File: src/lja_pkg.sv
package lja_pkg;

    localparam int ID_W       = 13;
    localparam int POS_W      = 24;
    localparam int DIFF_W     = POS_W + 1;
    localparam int F_W        = 40;
    localparam int EPS_W      = 24;
    localparam int SIG_W      = 24;
    localparam int DIST_W     = 32;
    localparam int R2_W       = 50;
    localparam int DIV_W      = 64;
    localparam int CFG_IDX_W  = 8;
    localparam int CFG_DATA_W = 32;

    localparam int MAX_PARTICLES_DEF = 8192;

    localparam logic [EPS_W-1:0]  EPSILON_RST  = 24'd65536;
    localparam logic [SIG_W-1:0]  SIGMA_SQ_RST = 24'd65536;
    localparam logic [DIST_W-1:0] CUTOFF_RST   = 32'd409600;
    localparam logic [DIST_W-1:0] MIN_DIST_RST = 32'd32768;

    // register indexes on the configuration channel
    localparam logic [CFG_IDX_W-1:0] REG_EPSILON  = 8'd0;
    localparam logic [CFG_IDX_W-1:0] REG_SIGMA_SQ = 8'd1;
    localparam logic [CFG_IDX_W-1:0] REG_CUTOFF   = 8'd2;
    localparam logic [CFG_IDX_W-1:0] REG_MIN_DIST = 8'd3;

    // item opcodes
    localparam logic OPC_PAIR = 1'b0;
    localparam logic OPC_READ = 1'b1;

    typedef enum logic [4:0] {
        OP_NONE,
        OP_CLEAR,
        OP_LOAD,
        OP_SQ,
        OP_CHK,
        OP_S2,
        OP_S4,
        OP_S6,
        OP_H,
        OP_HE,
        OP_KS,
        OP_K,
        OP_CLO,
        OP_CHI,
        OP_CFIN,
        OP_RD_A,
        OP_WR_A,
        OP_WR_B,
        OP_RD_CLR,
        OP_OUT
    } dp_op_t;

    typedef struct packed {
        dp_op_t     op;
        logic [1:0] axis;
    } lja_cmd_t;

    typedef struct packed {
        logic pair_ok;
        logic div_done;
        logic clear_last;
        logic out_free;
    } lja_status_t;

endpackage

File: src/lja_ctrl.sv
module lja_ctrl import lja_pkg::*; (
    input  logic        clk,
    input  logic        rst_n,
    input  logic        in_valid,
    input  logic        in_op,
    output logic        in_ready,
    input  lja_status_t sts,
    output lja_cmd_t    cmd
);

    typedef enum logic [18:0] {
        S_CLEAR = 19'h00001,
        S_IDLE  = 19'h00002,
        S_SQ    = 19'h00004,
        S_CHK   = 19'h00008,
        S_DIV1  = 19'h00010,
        S_S4    = 19'h00020,
        S_S6    = 19'h00040,
        S_H     = 19'h00080,
        S_HE    = 19'h00100,
        S_KS    = 19'h00200,
        S_DIV2  = 19'h00400,
        S_CLO   = 19'h00800,
        S_CHI   = 19'h01000,
        S_CFIN  = 19'h02000,
        S_RDA   = 19'h04000,
        S_WRA   = 19'h08000,
        S_WRB   = 19'h10000,
        S_RDCLR = 19'h20000,
        S_OUT   = 19'h40000
    } state_t;

    state_t     state_reg, state_next;
    logic [1:0] axis_reg, axis_next;
    logic       read_reg, read_next;

    assign in_ready = (state_reg == S_IDLE);

    always_comb begin
        state_next = state_reg;
        axis_next  = axis_reg;
        read_next  = read_reg;
        cmd.op     = OP_NONE;
        cmd.axis   = axis_reg;
        unique case (state_reg)
            S_CLEAR: begin
                cmd.op = OP_CLEAR;
                if (sts.clear_last) state_next = S_IDLE;
            end
            S_IDLE: begin
                if (in_valid) begin
                    cmd.op    = OP_LOAD;
                    axis_next = 2'd0;
                    read_next = (in_op == OPC_READ);
                    state_next = (in_op == OPC_READ) ? S_RDA : S_SQ;
                end
            end
            S_SQ: begin
                cmd.op = OP_SQ;
                if (axis_reg == 2'd2) begin
                    axis_next  = 2'd0;
                    state_next = S_CHK;
                end else begin
                    axis_next = axis_reg + 2'd1;
                end
            end
            S_CHK: begin
                cmd.op     = OP_CHK;
                state_next = sts.pair_ok ? S_DIV1 : S_OUT;
            end
            S_DIV1: begin
                if (sts.div_done) begin
                    cmd.op     = OP_S2;
                    state_next = S_S4;
                end
            end
            S_S4: begin
                cmd.op     = OP_S4;
                state_next = S_S6;
            end
            S_S6: begin
                cmd.op     = OP_S6;
                state_next = S_H;
            end
            S_H: begin
                cmd.op     = OP_H;
                state_next = S_HE;
            end
            S_HE: begin
                cmd.op     = OP_HE;
                state_next = S_KS;
            end
            S_KS: begin
                cmd.op     = OP_KS;
                state_next = S_DIV2;
            end
            S_DIV2: begin
                if (sts.div_done) begin
                    cmd.op     = OP_K;
                    state_next = S_CLO;
                end
            end
            S_CLO: begin
                cmd.op     = OP_CLO;
                state_next = S_CHI;
            end
            S_CHI: begin
                cmd.op     = OP_CHI;
                state_next = S_CFIN;
            end
            S_CFIN: begin
                cmd.op = OP_CFIN;
                if (axis_reg == 2'd2) begin
                    axis_next  = 2'd0;
                    state_next = S_RDA;
                end else begin
                    axis_next  = axis_reg + 2'd1;
                    state_next = S_CLO;
                end
            end
            S_RDA: begin
                cmd.op     = OP_RD_A;
                state_next = read_reg ? S_RDCLR : S_WRA;
            end
            S_WRA: begin
                cmd.op     = OP_WR_A;
                state_next = S_WRB;
            end
            S_WRB: begin
                cmd.op     = OP_WR_B;
                state_next = S_OUT;
            end
            S_RDCLR: begin
                cmd.op     = OP_RD_CLR;
                state_next = S_OUT;
            end
            S_OUT: begin
                if (sts.out_free) begin
                    cmd.op     = OP_OUT;
                    state_next = S_IDLE;
                end
            end
            default: begin
                state_next = S_IDLE;
            end
        endcase
    end

    always_ff @(posedge clk or negedge rst_n)
    begin
        if (!rst_n)
        begin
            state_reg <= S_CLEAR;
            axis_reg  <= 2'd0;
            read_reg  <= 1'b0;
        end
        else
        begin
            state_reg <= state_next;
            axis_reg  <= axis_next;
            read_reg  <= read_next;
        end
    end

endmodule

File: config.mk
export PLATFORM = sky130hd
export DESIGN_NAME = lja_ctrl
export DESIGN_NICKNAME = d
export VERILOG_FILES = /design/src/lja_pkg.sv /design/src/lja_ctrl.sv
export SDC_FILE = /design/constraint.sdc
export NUM_CORES = 1
export LEC_CHECK = 0
export ABC_CLOCK_PERIOD_IN_PS = 6300
export CAP_MARGIN = 10
export CORE_MARGIN = 3
export CORE_UTILIZATION = 35
export CTS_CLUSTER_SIZE = 12
export DETAILED_ROUTE_END_ITERATION = 8
export DONT_BUFFER_PORTS = 1
export PLACE_DENSITY = 0.58
export SETUP_SLACK_MARGIN = 0.3
export SYNTH_ARGS = -nofsm -noshare
export SYNTH_HDL_FRONTEND = slang
export SYNTH_SLANG_ARGS = --single-unit
File: constraint.sdc
create_clock -name clk -period 6.3 [get_ports clk]
set_input_delay 0.945 -clock clk [delete_from_list [all_inputs] [get_ports clk]]
set_output_delay 0.945 -clock clk [all_outputs]
set_load 0.05 [all_outputs]
Word-level counts from Yosys, hierarchy flattened

Index checks and enable logic that the tools add are counted.
W data, S select, Z words.

Bits in registers: 22
Bits in latches: 0
Bits in writable memories: 0
Memory bits (read-only): 0
Bits of input ports: 8
Output and inout bits: 8
Logic and storage cells: 55
Memories kept: 0

Add/subtract/negate cells: 1
$mul: 0
Div/mod/pow operators: 0
$lt $le $gt $ge: 0
Equality and inequality tests: 26
Shift operators: 0
Multiplexer cells: 19
Bitwise operators: 0
Reductions and logical operators: 6

Operators by type and width:

| kind                   | count |
|---|---|
| $pmux W19 S18          | 1 |
| $mux W19               | 7 |
| $pmux W5 S19           | 1 |
| $mux W15               | 2 |
| $eq A19 B1 Y1 const B  | 1 |
| $eq A19 B10 Y1 const B | 1 |
| $eq A19 B11 Y1 const B | 1 |
| $eq A19 B12 Y1 const B | 1 |
| $eq A19 B13 Y1 const B | 1 |
| $eq A19 B14 Y1 const B | 1 |
| $eq A19 B15 Y1 const B | 1 |
| $eq A19 B16 Y1 const B | 1 |
| $eq A19 B17 Y1 const B | 1 |
| $eq A19 B18 Y1 const B | 1 |
| $eq A19 B19 Y1 const B | 1 |
| $eq A19 B2 Y1 const B  | 1 |
| $eq A19 B3 Y1 const B  | 1 |
| $eq A19 B4 Y1 const B  | 1 |
| $eq A19 B5 Y1 const B  | 1 |
| $eq A19 B6 Y1 const B  | 1 |
| $eq A19 B7 Y1 const B  | 1 |
| $eq A19 B8 Y1 const B  | 1 |
| $eq A19 B9 Y1 const B  | 1 |
| $mux W18               | 1 |
| other kinds (12)       | 21 |

Depth between registers and ports, before layout

Gate-level depths: netlist (run 1).

Depth after elaboration: 4
Mapped depth: 6
Depth with buffers taken out: 5

Worst setup path after synthesis (run 1)

No wires, ideal clock.

Path kind: register -> output
From: register state_reg[9]
To: output port cmd[3] (netlist name)
Arrival: 2596 ps
Data required time: 5355 ps
Path slack: 2759 ps
Cell stages (with the launch flop): 6
Path buffers: 0
Cells stage by stage: dfrtp_1 -> nor4_4 -> nand4_4 -> nor4b_4 -> a21oi_1 -> nand4_1

RTL lines:

| element                  | line            | text |
|---|---|---|
| start: declaration       | lja_ctrl.sv:33  | `state_t state_reg, state_next;` |
| start signal: assignment | lja_ctrl.sv:159 | `state_reg <= state_next;` |
| end: declaration         | lja_ctrl.sv:8   | `output lja_cmd_t cmd` |

==> impl_metrics.py, run 1 <==
metrics = {
    "timing": {
        "fin_crit_sh": 0.660,
        "clock_skew_ns": 0.00689,
        "worst_slew_pin_slew_ns": 0.985,
        "finalSetupTns_ns": 0,
        "hold_viol_final": 0,
        "slew_headroom": 0.342,
        "report.final.slew_viol_count": 0,
        "rsz0062_at_grt": "false",
        "max_freq_mhz": 240,
        "setup_viol": 0,
        "min_period_ns": 4.16,
        "layout_setup_ws_ns": 2.14,
    },
    "die": {
        "pin_count": 16,
        "start_util": 0.378,
        "fp.dieW_um": 70.1,
        "dieArea_um2": 4910,
        "rows": 22,
        "coreArea_um2": 3800,
        "die_h_um": 70.1,
    },
    "synth": {
        "synth_cells": 153,
        "synthArstFlopShare": 1.00,
        "synth-edff-count": 0,
        "synth_top_family_by_area": "simple AND/OR/NAND/NOR gates",
        "synth_compound_gate_area_share": 0.111,
        "yosysTopAreaCell": "dfrtp_1",
        "synthFlopType": "dfrtp_1",
        "yosys-top-cells-area": "dfrtp_1, nor4_4, nor2_1",
        "synth_fp_nets": 161,
        "syn_area_um2": 1440,
        "synth_top_area_frac": 0.366,
        "synth_cell_types": 38,
        "synth_seq_cells": 22,
        "seq_area_frac_synth": 0.384,
        "synthSimpleGateAreaFrac": 0.422,
        "synth_fa_ha_area_frac": 0,
        "synth_xor_area_frac": 0.0366,
        "synth_area_per_cell_um2": 9.39,
        "ys.warnings.count": 0,
        "synth_mux_area_frac": 0.0174,
    },
    "cells_and_area": {
        "post-route-cell-area_um2": 1550,
        "num-nets-final": 160,
        "fill_cells": 385,
        "area_growth_pct": 7.58,
        "diodes": 0,
        "fin_cells": 199,
        "drive_above_1_share": 0.132,
        "largest_reg_flops": 19,
    },
    "global_route": {
        "grt_max_degree": 23,
        "grt_overflow": 0,
        "grt_usage": 0.156,
        "grt_pass1_vias": 1172,
        "antenna_found_initial": 0,
        "grt_pass1_wl_um": 6030,
    },
    "worst_setup_path": {
        "path_delay_family": "simple AND/OR/NAND/NOR gates",
        "cp_max_fo": 9,
        "rrSetupSlack_ns": 3.47,
        "worstPathCellList": "nor4_4, nand4_4, nor4b_4, a21oi_1, nand4_1",
        "rr_worst_depth": 5,
        "cp_slowest_cell": "nor4b_4",
        "path_buf_inv": 0,
        "cp.required_ns": 5.35,
        "cp-end-kind": "output pin",
        "cp-startpoint": "state_reg[9]$_DFFE_PN0P_",
        "start_kind": "flop",
        "cp-endpoint": "cmd[3]",
        "crit_type": "flop to output pin",
        "crit_arrival_ns": 3.21,
        "r2r-end": "axis_reg[0]$_DFFE_PN0P_",
        "r2r-start": "state_reg[9]$_DFFE_PN0P_",
        "path_depth": 5,
        "critPathMaxStageDelay_ns": 0.90,
    },
    "pwr": {
        "power.density_nw_per_um2": 491,
        "max-vdd-ir-drop_mv": 0.246,
        "total_power_w": 0.000759,
        "p_leak_nw": 0.652,
    },
    "clocking": {
        "clk_pin_slew_ns": 0.09,
        "htree_levels": 1,
        "clkLatencyLatePin_ns": 0.27,
        "postCtsSetupBuffers": 0,
        "cts_buffers": 3,
        "cts_tree": "yes",
        "clock_path_buffers": 2,
        "cts_resized": 0,
        "clock_sinks": 22,
        "postCtsHoldBufs": 0,
        "cts-root-buf": "clkbuf_8",
    },
    "status": {
        "status": "finished clean",
    },
    "routing": {
        "wl_um": 3590,
        "drc": 0,
        "vias": 1228,
        "dr.pass1.iters": 4,
        "viasPerCell": 6.17,
        "drtIter0Drc": 87,
        "antenna_left": 0,
        "wl_per_cell_um": 18.1,
    },
    "placement": {
        "gp_congestion": 0.864,
        "post-place-ws_ns": 2.43,
        "place_inst": 195,
        "port_buffers": 0,
        "placedInstanceArea_um2": 1470,
        "dp_hpwl_um": 2800,
    },
    "run": {
        "drv_cap": 0,
    },
    "worst_hold_path": {
        "hp-class": "primary input to asynchronous set/reset pin",
    },
}
==> worst reg2reg max path, delay by kind of cell, from the launching register on <==
family	cells	cell delay [ns]
compound gates	2	0.55
flops	1	0.45
simple gates	3	1.71
==> power breakdown <==
| part | switching (W) | total (W) | internal (W) |
|---|---|---|---|
| combinational | 0.000266 | 0.000398 | 0.000132 |
| sequential | 0.0000625 | 0.000227 | 0.000164 |
| clock | 0.0000496 | 0.000134 | 0.0000849 |
| total | 0.000378 | 0.000759 | 0.000381 |
==> Yosys cell counts (4+ instances only) <==
| cell | n |
|---|---|
| nand3b_1 | 4 |
| nor4_1 | 10 |
| nor4_4 | 4 |
| nor4b_1 | 4 |
| nand4_1 | 6 |
| o22ai_1 | 4 |
| dfrtp_1 | 21 |
| a21oi_1 | 5 |
| nand2_1 | 7 |
| nor2_1 | 17 |
| or4b_2 | 4 |
| clkbuf_1 | 6 |
| nand3_1 | 6 |
| inv_1 | 5 |
| nor3_1 | 11 |
==> how the worst min path moves through the flow <==
| stage | startpoint | end | cells after the start |
|---|---|---|---|
| finish | rst_n | state_reg[6]$_DFFE_PN0P_ | 0 |
| CTS | rst_n | state_reg[18]$_DFFE_PN0P_ | 0 |
| global route | rst_n | state_reg[11]$_DFFE_PN0P_ | 0 |
| detailed placement | read_reg$_DFFE_PN0P_ | state_reg[15]$_DFFE_PN0P_ | 1 |
| global placement | read_reg$_DFFE_PN0P_ | state_reg[15]$_DFFE_PN0P_ | 1 |
| floorplan | read_reg$_DFFE_PN0P_ | state_reg[15]$_DFFE_PN0P_ | 1 |
==> stage by stage <==
step / hold slack, ns / utilization
final: 0.358 / 0.407
after global routing: 0.343 / 0.407
after CTS: 0.355 / 0.407
after detailed placement: 0.500 / 0.388
after global placement: 0.499 / 0.388
after floorplan: 0.422 / -
==> cell usage in the layout (no fill, tap or decap), types with 4 or more instances in the layout <==
| cell type | synthesis | layout |
|---|---|---|
| o22ai_1 | 4 | 4 |
| nor2_1 | 17 | 17 |
| or4b_2 | 4 | 4 |
| dfrtp_1 | 21 | 21 |
| nor4_4 | 4 | 4 |
| inv_1 | 5 | 5 |
| nor4b_1 | 4 | 4 |
| nand3_1 | 6 | 6 |
| nand3b_1 | 4 | 4 |
| nor3_1 | 11 | 11 |
| nand4_1 | 6 | 6 |
| nor4_1 | 10 | 10 |
| nand2_1 | 7 | 7 |
| a21oi_1 | 5 | 5 |
==> logic make-up (layout without fill, tap and decap cells) <==
group / after synthesis / in the layout
buf+inv: 11 / 9
flops: 22 / 22
compound gates: 23 / 23
mux: 2 / 2
simple gates: 89 / 89
xor+xnor: 6 / 6
==> metal layers <==
| layer | part of all wire | vias up | GRT usage |
|---|---|---|---|
| met3 | 0.057 | 6 | 0.0331 |
| met2 | 0.49 | 36 | 0.248 |
| met4 | 0.020 | 0 | 0.0681 |
| li1 | - | 581 | - |
| met5 | 0 | - | 0 |
| met1 | 0.44 | 605 | 0.203 |
==> area by class of cell <==
cell class / count / area (µm²) / share of cell area
Clock buffer: 3 / 41.3 / 0.0267
Sequential cell: 22 / 552 / 0.357
Inverter: 5 / 18.8 / 0.0121
Tap cell: 48 / 60.1 / 0.0389
Multi-Input combinational cell: 120 / 843 / 0.546
Clock inverter: 1 / 30.0 / 0.0194
Note: power is estimated with default switching activity, not from simulation.
==> inputs of run 2 (changes only) <==
ABC_AREA = 1   (was default)
ABC_CLOCK_PERIOD_IN_PS = 3300   (was 6300)
PLACE_DENSITY = 0.6   (was 0.58)
clock period = 3.3 ns   (was 6.3 ns; I/O delays follow)
==> impl_metrics.py, run 2 <==
metrics = {
    "synth": {
        "syn_area_um2": 1400,
        "yosysTopAreaCell": "dfrtp_1",
        "synth_fp_nets": 203,
        "yosysMostFrequentCell": "nand2_1",
        "synth_mux_area_frac": 0,
        "yosys-top-cells-area": "dfrtp_1, nand2_1, inv_1",
        "synth_top_family_by_area": "simple AND/OR/NAND/NOR gates",
        "synthArstFlopShare": 1.00,
        "synth_top_area_frac": 0.376,
        "synth_compound_gate_area_share": 0.0680,
        "seq_area_frac_synth": 0.394,
        "synth_cell_types": 24,
        "synth_area_per_cell_um2": 7.17,
        "synth_common_cells": "nand2_1, inv_1, nor2_1",
        "synth_cells": 195,
        "synth-edff-count": 0,
        "ys.warnings.count": 0,
        "synth_xor_area_frac": 0,
        "synthFlopType": "dfrtp_1",
        "synthSimpleGateAreaFrac": 0.446,
        "synth_seq_cells": 22,
        "synth_fa_ha_area_frac": 0,
    },
    "die": {
        "die_h_um": 69.2,
        "pin_count": 16,
        "rows": 22,
        "fp.dieW_um": 69.2,
        "coreArea_um2": 3740,
        "start_util": 0.374,
        "dieArea_um2": 4790,
    },
    "worst_setup_path": {
        "r2r-start": "state_reg[9]$_DFFE_PN0P_",
        "cp_max_fo": 6,
        "path_buf_inv": 0,
        "cp_slowest_cell": "dfrtp_1",
        "crit_arrival_ns": 2.35,
        "start_kind": "flop",
        "crit_path_frequent_cell": "nor2_1",
        "critPathMaxStageDelay_ns": 0.40,
        "cp-end-kind": "output pin",
        "path_delay_family": "simple AND/OR/NAND/NOR gates",
        "rrSetupSlack_ns": 1.39,
        "r2r-end": "axis_reg[0]$_DFFE_PN0P_",
        "cp.required_ns": 2.80,
        "rr_worst_depth": 10,
        "worstPathCellList": "nor2_1, nand2_1, nor2_2, nand3_2, o21ai_0, nor2_1, nand3_1",
        "crit_type": "flop to output pin",
    },
    "timing": {
        "min_period_ns": 2.85,
        "setup_viol": 0,
        "slew_headroom": 0.352,
        "finalSetupTns_ns": 0,
        "hold_viol_final": 0,
        "rsz0062_at_grt": "false",
        "max_freq_mhz": 351,
        "report.final.slew_viol_count": 0,
        "clock_skew_ns": 0.00539,
        "whs_ns": 0.0545,
        "fin_crit_sh": 0.863,
        "worst_slew_pin_slew_ns": 0.969,
    },
    "cells_and_area": {
        "area_growth_pct": 10.0,
        "diodes": 0,
        "num-nets-final": 211,
        "drive_above_1_share": 0.153,
        "mostFrequentLayoutCell": "nand2_1",
        "largest_reg_flops": 19,
        "final_cell_mix": "nand2_1, inv_1, nor2_1",
    },
    "clocking": {
        "postCtsSetupBuffers": 0,
        "clock_path_buffers": 2,
        "cts-root-buf": "clkbuf_8",
        "clkLatencyLatePin_ns": 0.27,
        "clk_pin_slew_ns": 0.08,
        "cts_resized": 0,
        "postCtsHoldBufs": 1,
        "htree_levels": 1,
        "cts_tree": "yes",
        "cts_buffers": 3,
        "clock_sinks": 22,
    },
    "pwr": {
        "p_leak_nw": 0.832,
        "clockPowerShare": 0.151,
        "combPwrFrac": 0.558,
        "swShare": 0.534,
        "power.density_nw_per_um2": 866,
        "seq_power_share": 0.292,
        "p_int_w": 0.000621,
        "p_sw_w": 0.000711,
        "max-vdd-ir-drop_mv": 0.368,
        "total_power_w": 0.00133,
    },
    "run": {
        "drv_cap": 0,
    },
    "routing": {
        "wl_per_cell_um": 13.7,
        "vias": 1257,
        "drc": 0,
        "drtIter0Drc": 120,
        "wl_um": 3420,
        "antenna_left": 0,
        "dr.pass1.iters": 4,
        "viasPerCell": 5.03,
    },
    "status": {
        "status": "finished clean",
    },
    "global_route": {
        "grt_pass1_wl_um": 5710,
        "antenna_found_initial": 0,
        "grt_pass1_vias": 1208,
        "grt_overflow": 0,
        "grt_usage": 0.152,
        "grt_max_degree": 22,
    },
    "placement": {
        "dp_hpwl_um": 2660,
        "port_buffers": 0,
        "gp_congestion": 0.881,
    },
    "worst_hold_path": {
        "hp-class": "primary input to asynchronous set/reset pin",
    },
}
[run 2: cells by family (layout without fill, tap and decap cells)]
| group | after synthesis | count (layout) |
|---|---|---|
| compound gates | 16 | 16 |
| flops | 22 | 22 |
| simple gates | 123 | 123 |
| buf+inv | 34 | 41 |
[run 2: layer usage]
metal  up-vias  track usage  share of wire
li1        635            -              -
met1       586        0.194           0.47
met2        32        0.254           0.46
met3         4       0.0304          0.051
met4         0       0.0521          0.014
met5         -            0              0
[run 2: worst max path at each step]
stage | start | endpoint | slack (ns) | cells past startpoint
after floorplan | state_reg[16]$_DFFE_PN0P_ | cmd[3] | 0.92 | 9
after global placement | state_reg[1]$_DFFE_PN0P_ | cmd[3] | 0.75 | 7
after detailed placement | state_reg[1]$_DFFE_PN0P_ | cmd[3] | 0.75 | 7
after CTS | state_reg[1]$_DFFE_PN0P_ | cmd[3] | 0.44 | 7
after global routing | state_reg[1]$_DFFE_PN0P_ | cmd[3] | 0.35 | 7
final | state_reg[1]$_DFFE_PN0P_ | cmd[3] | 0.45 | 7
[run 2: final cells by class]
| type | instances | area [µm²] |
|---|---|---|
| flip-flops and latches | 22 | 552 |
| fillers | 408 | 2200 |
| repair buffers | 3 | 25.0 |
| inverters | 34 | 128 |
| well taps | 48 | 60.1 |
| multi-input cells | 139 | 719 |
| clock buffers | 4 | 55.1 |
[run 2: stage by stage]
| step | utilization | cells | instance area (µm²) | worst slack [ns] |
|---|---|---|---|---|
| after floorplan | - | 195 | 1400 | 0.923 |
| after global placement | 0.394 | 245 | 1470 | 0.753 |
| after detailed placement | 0.394 | 245 | 1470 | 0.746 |
| after CTS | 0.411 | 250 | 1540 | 0.440 |
| after global routing | 0.411 | 250 | 1540 | 0.348 |
| final | 0.411 | 250 | 1540 | 0.451 |
[run 2: power groups by stage]
stage	sequential [W]	clock (W)	combinational (W)
CTS	0.000389	0.000208	0.000744
global placement	0.000395	0	0.000739
finish	0.000389	0.000201	0.000743
floorplan	0.000384	0	0.000602
detailed placement	0.000395	0	0.000733
global route	0.000397	0.000218	0.000819
==> inputs of run 3 (changes only) <==
CORE_ASPECT_RATIO = 1.75   (was default)
==> impl_metrics.py, run 3 (same netlist as run 2, synthesis figures left out) <==
metrics = {
    "status": {
        "status": "finished clean",
    },
    "global_route": {
        "grt_overflow": 0,
        "grt_pass1_vias": 1222,
        "antenna_found_initial": 0,
        "grt_pass1_wl_um": 5760,
        "grt_usage": 0.172,
        "grt_max_degree": 22,
    },
    "pwr": {
        "clockPowerShare": 0.185,
        "combPwrFrac": 0.532,
        "swShare": 0.515,
        "power.density_nw_per_um2": 885,
        "p_leak_nw": 0.839,
        "max-vdd-ir-drop_mv": 0.563,
        "p_sw_w": 0.000707,
        "p_int_w": 0.000665,
        "seq_power_share": 0.283,
        "total_power_w": 0.00137,
    },
    "cells_and_area": {
        "area_growth_pct": 10.8,
        "final_cell_mix": "nand2_1, inv_1, nor2_1",
        "mostFrequentLayoutCell": "nand2_1",
        "drive_above_1_share": 0.154,
        "largest_reg_flops": 19,
        "fill_cells": 399,
        "diodes": 0,
        "num-nets-final": 210,
    },
    "timing": {
        "slew_headroom": 0.365,
        "max_freq_mhz": 369,
        "worst_slew_pin_slew_ns": 0.950,
        "hold_viol_final": 0,
        "fin_crit_sh": 0.821,
        "report.final.slew_viol_count": 0,
        "clock_skew_ns": 0.00323,
        "min_period_ns": 2.71,
        "rsz0062_at_grt": "false",
        "setup_viol": 0,
        "whs_ns": 0.0623,
        "finalSetupTns_ns": 0,
    },
    "routing": {
        "drtIter0Drc": 47,
        "dr.pass1.iters": 4,
        "antenna_left": 0,
        "drc": 0,
        "viasPerCell": 5.04,
        "wl_um": 3530,
        "wl_per_cell_um": 14.3,
        "vias": 1245,
    },
    "worst_setup_path": {
        "crit_type": "flop to output pin",
        "crit_arrival_ns": 2.22,
        "cp.required_ns": 2.80,
        "worstPathCellList": "nor2_2, nand2_2, nor2_4, nand2_4, nor2_4, nand2_1, nand3_2, nor2_1, nand3_2",
        "start_kind": "flop",
        "cp-end-kind": "output pin",
        "cp_slowest_cell": "dfrtp_1",
        "critPathMaxStageDelay_ns": 0.41,
        "cp_max_fo": 10,
    },
    "clocking": {
        "cts-root-buf": "clkbuf_8",
        "cts_tree": "yes",
        "htree_levels": 1,
        "clock_path_buffers": 2,
        "clk_pin_slew_ns": 0.08,
        "clock_sinks": 22,
        "cts_buffers": 3,
        "clkLatencyLatePin_ns": 0.27,
    },
    "die": {
        "pin_count": 16,
        "dieArea_um2": 4820,
        "coreArea_um2": 3740,
        "die_h_um": 89.6,
        "start_util": 0.374,
        "rows": 29,
        "fp.dieW_um": 53.8,
    },
    "placement": {
        "port_buffers": 0,
        "dp_hpwl_um": 2910,
        "gp_congestion": 0.914,
    },
    "worst_hold_path": {
        "hp-class": "primary input to asynchronous set/reset pin",
    },
    "run": {
        "drv_cap": 0,
    },
}
-- run 3: changes by cell type in the layout (fill, tap and decap cells not counted), sizes merged --
| cell | before | now |
|---|---|---|
| buf | 2 | 1 |
| bufinv | 0 | 1 |
| clkbuf | 4 | 3 |
-- run 3: timing repair --
item | 4_1_cts | 5_1_grt
setup endpoints to repair | 0 | 1
hold endpoints to repair | 21 | 0
resized for setup | 0 | 1
setup buffers | 0 | 0
hold buffers | 1 | 0
-- run 3: critical path, delay by kind of cell (launching register included) --
kind             cells  cell delay (ns)
flip-flops           1             0.41
AND/OR/NAND/NOR      9             1.53
-- run 3: worst paths after layout --
check                                          start                         to  slack (ns)  depth (start not counted)
setup / recovery           state_reg[12]$_DFFE_PN0P_                     cmd[3]        0.59                          9
hold / removal                                 rst_n   state_reg[0]$_DFFE_PN1P_        0.06                          0
setup reg to reg           state_reg[12]$_DFFE_PN0P_    axis_reg[0]$_DFFE_PN0P_        1.31                          9
hold reg to reg                 read_reg$_DFFE_PN0P_  state_reg[15]$_DFFE_PN0P_        0.50                          1
max in group asynchronous                      rst_n  state_reg[10]$_DFFE_PN0P_        1.90                          1
min in group clk                              sts[3]   state_reg[4]$_DFFE_PN0P_        0.36                          2
-- run 3: layer usage --
metal / vias up / share of wire / global-route usage
met4: 0 / 0.051 / 0.102
met2: 37 / 0.56 / 0.327
li1: 629 / - / -
met5: - / 0 / 0
met3: 15 / 0.033 / 0.0215
met1: 564 / 0.35 / 0.167
-- run 3: layout make-up --
| class | count | area, µm² | share of cell area |
|---|---|---|---|
| clock buffers | 3 | 41.3 | 0.0266 |
| clock inverters | 1 | 30.0 | 0.0194 |
| inverters | 34 | 128 | 0.0823 |
| multi-input cells | 139 | 724 | 0.467 |
| flip-flops and latches | 22 | 552 | 0.356 |
| well taps | 46 | 57.6 | 0.0371 |
| repair buffers | 2 | 17.5 | 0.0113 |
-- run 3: power groups by stage --
stage / logic (W) / registers, W / clock network (W)
detailed placement: 0.000722 / 0.000395 / 0
floorplan: 0.000602 / 0.000384 / 0
global placement: 0.000724 / 0.000393 / 0
finish: 0.000731 / 0.000388 / 0.000253
global route: 0.000804 / 0.000396 / 0.000268
CTS: 0.000730 / 0.000389 / 0.000256
-- run 3: metrics by stage --
stage	std cells	cell area (µm²)	utilization	setup slack [ns]
finish	247	1550	0.415	0.590
global route	247	1550	0.415	0.403
CTS	247	1550	0.413	0.443
detailed placement	242	1460	0.392	0.743
global placement	242	1460	0.392	0.763
floorplan	195	1400	-	0.923
